`src/design/mlfp_pkg.sv`:
```
// ----------------------------------------------------------------------------
// mlfp_pkg
// shared types and constants of the motor link frame parser
// ----------------------------------------------------------------------------
package mlfp_pkg;

   localparam int MAX_PAYLOAD = 64;

   localparam int BYTE_W   = 8;
   localparam int POS_W    = 7;
   localparam int STATUS_W = 3;
   localparam int CNT_W    = $clog2(MAX_PAYLOAD + 1);
   localparam int CMP_W    = (CNT_W > BYTE_W) ? CNT_W : BYTE_W;

   localparam int CSR_ADDR_W = 4;
   localparam int CSR_DATA_W = 32;

   localparam logic [BYTE_W-1:0] OWN_ID_RST       = 8'd184;
   localparam logic [BYTE_W-1:0] SENDER_ID_A_RST  = 8'd183;
   localparam logic [BYTE_W-1:0] SENDER_ID_B_RST  = 8'd172;
   localparam logic [BYTE_W-1:0] BROADCAST_ID_RST = 8'd254;
   localparam logic [BYTE_W-1:0] UNICAST_ID       = 8'd1;

   typedef enum logic [1:0] {
      REG_OWN_ID       = 2'd0,
      REG_SENDER_ID_A  = 2'd1,
      REG_SENDER_ID_B  = 2'd2,
      REG_BROADCAST_ID = 2'd3
   } reg_index_type;

   typedef enum logic [STATUS_W-1:0] {
      STATUS_IGNORED  = 3'd0,
      STATUS_ACCEPTED = 3'd1,
      STATUS_GOOD     = 3'd2,
      STATUS_CKERR    = 3'd3,
      STATUS_REJECT   = 3'd4,
      STATUS_OVERFLOW = 3'd5
   } status_type;

   typedef struct packed {
      logic [BYTE_W-1:0] byte_out;
      logic [POS_W-1:0]  position;
      status_type        status;
      logic              frame_end;
   } result_type;

endpackage

```
`src/design/motor_link_frame_parser_core.sv`:
```
// ----------------------------------------------------------------------------
// motor_link_frame_parser_core
// receive-side deframer for a serial motor link, one byte per word
// ----------------------------------------------------------------------------
// Each word on req_ carries one received serial byte. The parser hunts for a
// frame laid out as receiver id (own_id), sender id (sender_id_a or
// sender_id_b), target id (1 or broadcast_id), packet id, payload length,
// payload and checksum, keeping an 8-bit byte sum over the frame; the frame
// is good when the sum including the checksum byte is zero. Every byte comes
// back on rsp_ with its frame position (0 while hunting, modulo 128), a
// status and a frame_end flag for the byte that ends or aborts a frame. A
// zero length still takes one payload byte, and a frame whose payload
// count reaches MAX_PAYLOAD is aborted with the overflow status. The parser
// state is updated in the cycle the word is accepted and the result lands
// in an output register, backed by a one-word skid register, so a new word
// is taken every cycle while rsp_ready is held and one more word is still
// taken when the output stalls. The four id registers sit at byte addresses
// 0, 4, 8 and 12 of the csr_ port.
// ----------------------------------------------------------------------------
module motor_link_frame_parser_core (
   input  logic                              clock,
   input  logic                              reset,
   // byte input
   input  logic                              req_valid,
   output logic                              req_ready,
   input  logic [mlfp_pkg::BYTE_W-1:0]       req_rx_byte,
   // result output
   output logic                              rsp_valid,
   input  logic                              rsp_ready,
   output logic [mlfp_pkg::BYTE_W-1:0]       rsp_byte_out,
   output logic [mlfp_pkg::POS_W-1:0]        rsp_position,
   output logic [mlfp_pkg::STATUS_W-1:0]     rsp_status,
   output logic                              rsp_frame_end,
   // register port
   input  logic                              csr_psel,
   input  logic                              csr_penable,
   input  logic                              csr_pwrite,
   input  logic [mlfp_pkg::CSR_ADDR_W-1:0]   csr_paddr,
   input  logic [mlfp_pkg::CSR_DATA_W-1:0]   csr_pwdata,
   output logic [mlfp_pkg::CSR_DATA_W-1:0]   csr_prdata,
   output logic                              csr_pready
);
   import mlfp_pkg::*;

   // parser phases, one per frame field
   typedef enum logic [2:0] {
      STEP_HUNT     = 3'd0,
      STEP_SENDER   = 3'd1,
      STEP_TARGET   = 3'd2,
      STEP_PACKET   = 3'd3,
      STEP_LENGTH   = 3'd4,
      STEP_PAYLOAD  = 3'd5,
      STEP_CHECKSUM = 3'd6
   } step_type;

   // id registers
   logic [BYTE_W-1:0] own_id_ff, sender_id_a_ff, sender_id_b_ff, broadcast_id_ff;
   reg_index_type     csr_index;
   logic              csr_write;

   // parser state
   step_type          step_ff, step_in;
   logic [BYTE_W-1:0] sum_ff, sum_in;
   logic [CNT_W-1:0]  count_ff, count_in;
   logic [BYTE_W-1:0] length_ff, length_in;
   logic [POS_W-1:0]  pos_ff, pos_in;

   // output register and skid register
   result_type        out_ff, skid_ff, result;
   logic              out_valid_ff, skid_valid_ff;

   logic              accept;
   logic              out_take;
   logic [BYTE_W-1:0] sum_add;
   logic [POS_W-1:0]  pos_inc;
   logic [CNT_W-1:0]  count_inc;

   // ------------------------------------------------------------------------
   // register port
   // ------------------------------------------------------------------------
   assign csr_pready = 1'b1;
   assign csr_index  = reg_index_type'(csr_paddr[3:2]);
   assign csr_write  = csr_psel && csr_penable && csr_pwrite && csr_pready;

   always_ff @(posedge clock) begin
      if (reset) begin
         own_id_ff       <= OWN_ID_RST;
         sender_id_a_ff  <= SENDER_ID_A_RST;
         sender_id_b_ff  <= SENDER_ID_B_RST;
         broadcast_id_ff <= BROADCAST_ID_RST;
      end else if (csr_write) begin
         unique case (csr_index)
            REG_OWN_ID:       own_id_ff       <= csr_pwdata[BYTE_W-1:0];
            REG_SENDER_ID_A:  sender_id_a_ff  <= csr_pwdata[BYTE_W-1:0];
            REG_SENDER_ID_B:  sender_id_b_ff  <= csr_pwdata[BYTE_W-1:0];
            REG_BROADCAST_ID: broadcast_id_ff <= csr_pwdata[BYTE_W-1:0];
            default: ;
         endcase
      end
   end

   always_comb begin
      csr_prdata = '0;
      unique case (csr_index)
         REG_OWN_ID:       csr_prdata[BYTE_W-1:0] = own_id_ff;
         REG_SENDER_ID_A:  csr_prdata[BYTE_W-1:0] = sender_id_a_ff;
         REG_SENDER_ID_B:  csr_prdata[BYTE_W-1:0] = sender_id_b_ff;
         REG_BROADCAST_ID: csr_prdata[BYTE_W-1:0] = broadcast_id_ff;
         default: ;
      endcase
   end

   // ------------------------------------------------------------------------
   // handshakes
   // ------------------------------------------------------------------------
   // a word is taken whenever the skid register is free
   assign req_ready = !skid_valid_ff;
   assign accept    = req_valid && req_ready;
   assign out_take  = out_valid_ff && rsp_ready;

   // ------------------------------------------------------------------------
   // per-byte parser step
   // ------------------------------------------------------------------------
   assign sum_add   = sum_ff + req_rx_byte;
   assign pos_inc   = pos_ff + 1'b1;
   assign count_inc = count_ff + 1'b1;

   always_comb begin
      step_in   = step_ff;
      sum_in    = sum_add;
      count_in  = count_ff;
      length_in = length_ff;
      pos_in    = pos_ff;

      result.byte_out  = req_rx_byte;
      result.position  = pos_ff;
      result.status    = STATUS_ACCEPTED;
      result.frame_end = 1'b0;

      unique case (step_ff)
         STEP_HUNT: begin
            result.position = '0;
            sum_in          = sum_ff;
            if (req_rx_byte == own_id_ff) begin
               sum_in  = req_rx_byte;
               pos_in  = POS_W'(1);
               step_in = STEP_SENDER;
            end else begin
               result.status = STATUS_IGNORED;
            end
         end
         STEP_SENDER: begin
            if (req_rx_byte == sender_id_a_ff || req_rx_byte == sender_id_b_ff) begin
               pos_in  = pos_inc;
               step_in = STEP_TARGET;
            end else begin
               // rejected byte is not retried as a start byte
               sum_in           = sum_ff;
               step_in          = STEP_HUNT;
               result.status    = STATUS_REJECT;
               result.frame_end = 1'b1;
            end
         end
         STEP_TARGET: begin
            if (req_rx_byte == UNICAST_ID || req_rx_byte == broadcast_id_ff) begin
               pos_in  = pos_inc;
               step_in = STEP_PACKET;
            end else begin
               sum_in           = sum_ff;
               step_in          = STEP_HUNT;
               result.status    = STATUS_REJECT;
               result.frame_end = 1'b1;
            end
         end
         STEP_PACKET: begin
            pos_in  = pos_inc;
            step_in = STEP_LENGTH;
         end
         STEP_LENGTH: begin
            pos_in    = pos_inc;
            length_in = req_rx_byte;
            count_in  = '0;
            step_in   = STEP_PAYLOAD;
         end
         STEP_PAYLOAD: begin
            pos_in   = pos_inc;
            count_in = count_inc;
            if (CMP_W'(count_inc) >= CMP_W'(MAX_PAYLOAD)) begin
               // payload too long, abort and hunt again
               step_in          = STEP_HUNT;
               result.status    = STATUS_OVERFLOW;
               result.frame_end = 1'b1;
            end else if (CMP_W'(count_inc) >= CMP_W'(length_ff)) begin
               // zero length lands here too, after one payload byte
               step_in = STEP_CHECKSUM;
            end
         end
         STEP_CHECKSUM: begin
            step_in          = STEP_HUNT;
            result.status    = (sum_add == '0) ? STATUS_GOOD : STATUS_CKERR;
            result.frame_end = 1'b1;
         end
         default: begin
            // unused step code: ignore the byte and hunt again
            sum_in          = sum_ff;
            step_in         = STEP_HUNT;
            result.position = '0;
            result.status   = STATUS_IGNORED;
         end
      endcase
   end

   always_ff @(posedge clock) begin
      if (reset) begin
         step_ff   <= STEP_HUNT;
         sum_ff    <= '0;
         count_ff  <= '0;
         length_ff <= '0;
         pos_ff    <= '0;
      end else if (accept) begin
         step_ff   <= step_in;
         sum_ff    <= sum_in;
         count_ff  <= count_in;
         length_ff <= length_in;
         pos_ff    <= pos_in;
      end
   end

   // ------------------------------------------------------------------------
   // output register with skid
   // ------------------------------------------------------------------------
   always_ff @(posedge clock) begin
      if (reset) begin
         out_valid_ff  <= 1'b0;
         skid_valid_ff <= 1'b0;
      end else if (skid_valid_ff) begin
         // no word is taken while the skid register is full
         if (out_take) begin
            out_ff        <= skid_ff;
            skid_valid_ff <= 1'b0;
         end
      end else if (accept) begin
         if (!out_valid_ff || out_take) begin
            out_ff       <= result;
            out_valid_ff <= 1'b1;
         end else begin
            skid_ff       <= result;
            skid_valid_ff <= 1'b1;
         end
      end else if (out_take) begin
         out_valid_ff <= 1'b0;
      end
   end

   assign rsp_valid     = out_valid_ff;
   assign rsp_byte_out  = out_ff.byte_out;
   assign rsp_position  = out_ff.position;
   assign rsp_status    = out_ff.status;
   assign rsp_frame_end = out_ff.frame_end;

`ifndef SYNTHESIS
   // skid register only fills behind a waiting result
   a_skid_behind_out: assert property (@(posedge clock) disable iff (reset)
      skid_valid_ff |-> out_valid_ff)
      else $error("skid word without output word");

   // frame end only with a terminating status
   a_end_status: assert property (@(posedge clock) disable iff (reset)
      rsp_valid && rsp_frame_end |->
         rsp_status != STATUS_ACCEPTED && rsp_status != STATUS_IGNORED)
      else $error("frame end with non-terminating status");

   // ignored bytes sit at position zero
   a_ignored_pos: assert property (@(posedge clock) disable iff (reset)
      rsp_valid && rsp_status == STATUS_IGNORED |-> rsp_position == '0)
      else $error("ignored byte with nonzero position");

   // a terminating byte sends the parser back to hunting
   a_end_to_hunt: assert property (@(posedge clock) disable iff (reset)
      accept && result.frame_end |=> step_ff == STEP_HUNT)
      else $error("parser not hunting after frame end");

   // a stalled output never drops the word behind it
   a_no_loss: assert property (@(posedge clock) disable iff (reset)
      accept && out_valid_ff && !rsp_ready |=> skid_valid_ff)
      else $error("word lost on stalled output");
`endif

endmodule

```
`config.mk`:
```
export PLATFORM = sky130hd
export DESIGN_NAME = motor_link_frame_parser_core
export DESIGN_NICKNAME = d
export VERILOG_FILES = /design/src/design/mlfp_pkg.sv /design/src/design/motor_link_frame_parser_core.sv
export SDC_FILE = /design/constraint.sdc
export NUM_CORES = 1
export LEC_CHECK = 0
export BUFFER_PORTS_ARGS = -buffer_cell sky130_fd_sc_hd__buf_2
export CORE_MARGIN = 2
export CORE_UTILIZATION = 60
export CTS_CLUSTER_SIZE = 14
export DETAILED_ROUTE_END_ITERATION = 16
export PLACE_DENSITY_LB_ADDON = 0.3
export SLEW_MARGIN = 30
export SYNTH_ARGS = -nofsm -noshare
export SYNTH_HDL_FRONTEND = slang
export SYNTH_SLANG_ARGS = --single-unit
```
`constraint.sdc`:
```
create_clock -name clock -period 4.45 [get_ports clock]
set_input_delay 0.2225 -clock clock [delete_from_list [all_inputs] [get_ports clock]]
set_output_delay 0.2225 -clock clock [all_outputs]
set_load 0.01 [all_outputs]
```
# After elaboration in Yosys (flattened, before gate mapping)
# Cells that the tools add are included.
# classes
add_sub_neg,3
magnitude_cmp,2
eq_ne,20
mux,35
bitwise,3
reduce_logical,34
# op_table
op,count
2-to-1 mux 19 bit,4
case mux 8 bit (4 select lines),2
case mux 3 bit (6 select lines),2
== test 8 bit,4
2-to-1 mux 7 bit,4
case mux 7 bit (4 select lines),1
2-to-1 mux 8 bit,3
adder 7 x 1 -> 7 bit (second input constant),2
case mux 7 bit (2 select lines),1
2-to-1 mux 4 bit,3
AND reduction 2 bit,6
AND reduction 5 bit,2
== test 3 bit (second input constant),3
2-to-1 mux 1 bit,9
2-to-1 mux 3 bit,3
adder 8 bit,1
== test 8 x 1 -> 1 bit (second input constant),1
>= comparator 7 x 8 -> 1 bit,1
logical NOT 8 bit,1
AND reduction 4 bit,2
nonzero test 2 bit,4
nonzero test 4 bit,2
>= comparator 7 bit (second input constant),1
== test 3 x 2 -> 1 bit (second input constant),2
19 further kinds,33
# word_totals
ff_bits,105
in_bits,51
elab_cells,116

# Longest topological paths before layout
# logic_depth
depth_word,7
ltp_mapped,10

# Worst setup path before layout
# Ideal clock, no wire load.
# synth_path
path_type,flip-flop to flip-flop
from,register skid_valid_ff
to,"register out_ff, in the netlist rsp_byte_out[0], enable pin"
arrival_ns,2.454
required_time_ns,4.031
path_slack_ns,1.577
path_stages_with_launch,5
path_buffers,2
cell_sequence,dfxtp_1 > buf_1 > clkbuf_1 > a21oi_1 > nor3_1
# synth_via
elab_chain_len,4
elab_cells_between_ends,6
classes_between,1 x eq/ne; 5 x reduce/logical
# synth_rtl
item,line,text
"start, declared",motor_link_frame_parser_core.sv:70,"logic out_valid_ff, skid_valid_ff;"
"start signal, assigned",motor_link_frame_parser_core.sv:235,skid_valid_ff <= 1'b0;
"start signal, assigned",motor_link_frame_parser_core.sv:240,skid_valid_ff <= 1'b0;
"start signal, assigned",motor_link_frame_parser_core.sv:248,skid_valid_ff <= 1'b1;
logical NOT 1 bit,motor_link_frame_parser_core.sv:117,assign req_ready = !skid_valid_ff;
logical AND 1 bit,motor_link_frame_parser_core.sv:118,assign accept = req_valid && req_ready;
nonzero test 2 bit (no source line),n/a,
AND reduction 4 bit (no source line) *,n/a,
"end signal, assigned",motor_link_frame_parser_core.sv:239,out_ff <= skid_ff;
"end signal, assigned",motor_link_frame_parser_core.sv:244,out_ff <= result;
"end, declared",motor_link_frame_parser_core.sv:69,"result_type out_ff, skid_ff, result;"
# Mark *: on every way between the ends. The rest lies on a longest branch, timed or not.
# A chain may end at the register's enable or synchronous reset.

==> results.md <==
- Status: completed
- Worst Path Max Fanout: 3
- Clk buf depth: 2
- Via Count: 4220
- Ys Warns: 0
- GRT overflow: 0
- Cell at the slowest stage of the critical path: fa_1
- Num CTS Buffers: 9
- Diode count: 0
- Hold_buf cts: 0
- CTS Root Cell: clkbuf_8
- Hold WC Path Type: in -> reg
- Routed Antenna Nets: 0
- Post-synth ARST share: 0
- Synth cell types: 63
- GPL Wtd Cong: 0.9142
- Post-Route Skew: 11.48 ps
- Largest stage delay, worst path: 420 ps
- IO buf count: 53
- Peak VDD IR: 0.0001488 V
- Initial Utilization: 0.6181
- Rows: 35
- WP data arrival: 2620 ps
- CP delay by family, top: adder cells
- Nets: 669
- Placeable core area: 9196 um2
- Seq/Total Area, Yosys: 0.4367
- Headroom to the max-slew limit: 0.4272
- RSZ-0062 raised after global routing: no
- TritonCTS clock tree: built
- Die area: 10270 um2
- Postcts setup bufs: 0
- H-tree levels: 3
- FF-to-FF End: rsp_status[0]
- GRT Util Overall: 0.2400
- Worst reg2reg path startpoint: sum_ff[0]
- Vias in the first global route: 4063
- Most frequent cells in the layout: dfxtp_1 (67), buf_2 (53), nor2_1 (51)
- Total wire length: 11850 um
- DR WL/cell: 16.52 um
- Clock share of power: 0.335
- Initial antenna violation count: 0
- First-pass GRT wire length: 19290 um
- Drt drc: 0
- R2R cell count: 9
- Die H: 101.3 um
- HPWL Detailed: 8284 um
- Yosys reg bits: 105
- Max Fclk: 401.9 MHz
- Minimum clock period: 2488 ps
- Post-synth EDFFs: 38
- Most frequent CP cell: a21oi_1
- Crit-path cells: ha_1 > fa_1 > a21oi_1 > o211ai_1 > a21oi_1 > xor2_1 > and2_1 > a31oi_1 > mux2_2
- Share of layout cells above drive strength 1: 0.1749
- Pleak: 2.283 nW
- Reg2reg setup slack: 1960 ps
- Fin. max-slew vios: 0
- Final Hold Fails: 0
- Pin count of the biggest net entering global routing: 72
- Pre-CTS WS: 1846 ps
- Commonest non-fill, non-tap cell in the layout: dfxtp_1
- Syn avg cell area: 10.03 um2
- Critical path launch point type: register
- # fillers: 763
- Worst EP required: 4590 ps
- Final setup vio count: 0
- TritonRoute pass-1 iters: 4
- P_int: 1.358 mW
- Max cap viols: 0
- Sw Share: 0.2427
- Clock Latency Late Sink: 370 ps
- Area Overhead vs Synth: 6.163%
- Worst setup EP type: register
- DR iter-0 viols: 204
- # resized after CTS: 0
- Tcrit/Tclk final: 0.5592
- Worst Tran Pin Value: 858.0 ps
- Final setup margin: 1962 ps
- Mapped Cells: 567
- Vias per std cell: 5.886
- CP bufs+invs: 0
- Critical path type: reg -> reg
- Chip width: 101.3 um
- Sw Pwr: 435.1 uW
- Critical hold path startpoint: reset
- Clock Sinks: 105
- Final setup TNS: 0 ps
- Clock slew at reported path FFs: 100 ps
- Mapped cell area: 5684 um2
- Endpoint with the worst hold slack: skid_valid_ff
- Dominant register cell in the synthesized netlist: dfxtp_1
- Comb power frac: 0.094
- Io pins: 105
- Hold path cells: 2
- Pwr per Cell Area: 297.1 nW/um2
- Register share of total power: 0.572
-- registers in the layout (all words and copies together) (netlist names), 8 cells and up --
name / flops
sender_id_a_ff: 8
sum_ff: 8
own_id_ff: 8
length_ff: 8
skid_ff: 19
broadcast_id_ff: 8
rsp_byte_out: 8
sender_id_b_ff: 8
-- worst max path at each step --
stage | from | end | slack, ps | cells past startpoint
6_report | sum_ff[0] | rsp_status[0] | 1960 | 9
5_1_grt | skid_valid_ff | length_ff[1] | 1670 | 5
4_1_cts | skid_valid_ff | length_ff[0] | 1980 | 5
3_5_place_dp | req_rx_byte[0] | rsp_status[0] | 1850 | 10
3_3_place_gp | req_rx_byte[0] | rsp_status[0] | 1890 | 10
2_1_floorplan | skid_valid_ff | rsp_byte_out[0] | 1580 | 4
-- synthesized netlist by cell type, types with 8 or more instances --
| cell type | instances | share of area |
|---|---|---|
| a21oi_1 | 29 | 0.026 |
| ha_1 | 16 | 0.035 |
| clkbuf_1 | 19 | 0.013 |
| o21ai_0 | 20 | 0.018 |
| buf_4 | 26 | 0.034 |
| and3_1 | 9 | 0.0099 |
| nor2_1 | 51 | 0.034 |
| nand2_1 | 38 | 0.025 |
| mux2i_1 | 14 | 0.025 |
| a211o_1 | 22 | 0.034 |
| nand3_1 | 10 | 0.0088 |
| edfxtp_1 | 38 | 0.20 |
| nor2b_1 | 12 | 0.013 |
| xor2_1 | 14 | 0.022 |
| buf_6 | 9 | 0.018 |
| xnor2_1 | 30 | 0.046 |
| dfxtp_1 | 67 | 0.24 |
| mux2_2 | 15 | 0.030 |
| inv_1 | 21 | 0.014 |
| mux4_2 | 8 | 0.032 |
| nand4_1 | 9 | 0.0099 |
-- power groups by stage --
| stage | clock (mW) | sequential (mW) | combinational [mW] |
|---|---|---|---|
| 6_report | 0.600 | 1.02 | 0.168 |
| 5_1_grt | 0.647 | 1.03 | 0.184 |
| 4_1_cts | 0.611 | 1.02 | 0.168 |
| 3_5_place_dp | 0 | 1.05 | 0.167 |
| 3_3_place_gp | 0 | 1.05 | 0.162 |
| 2_1_floorplan | 0 | 1.05 | 0.133 |
-- stage by stage --
stage / hold WS [ps] / instances / utilization / power, mW / cell area [um2]
2_1_floorplan: 321.4 / 590 / - / 1.180 / 5771
3_3_place_gp: 405.8 / 701 / 0.6346 / 1.208 / 5836
3_5_place_dp: 411.8 / 701 / 0.6346 / 1.214 / 5836
4_1_cts: 26.87 / 717 / 0.6562 / 1.804 / 6035
5_1_grt: 38.44 / 717 / 0.6562 / 1.858 / 6035
6_report: 34.44 / 717 / 0.6562 / 1.793 / 6035
-- routing by layer --
metal  up-vias  GRT usage  routed length [um]
li1       2044          -                   -
met2       151     0.3974                5614
met1      2000     0.3122                5210
met4         0    0.09563                 265
met3        25    0.04555                 755
met5         -          0                   0
-- cell families after synthesis --
kind of cell | count (synthesis) | synth area share
compound gates | 115 | 0.1398
xor+xnor | 44 | 0.06780
fa+ha+maj | 17 | 0.03874
buf+inv | 80 | 0.08254
flops | 105 | 0.4367
mux | 37 | 0.08606
other cells | 2 | 0.001321
simple gates | 167 | 0.1470
-- layout make-up --
cell class | instances | area (um2) | share of cell area
tap | 111 | 138.9 | 0.02301
inverter | 22 | 82.58 | 0.01368
clock inverter | 4 | 52.55 | 0.008708
timing repair buffer | 58 | 302.8 | 0.05018
clock buffer | 12 | 146.4 | 0.02426
sequential | 105 | 2482 | 0.4114
multi-input combinational | 405 | 2829 | 0.4688
Power figures use the tool's default switching activity.
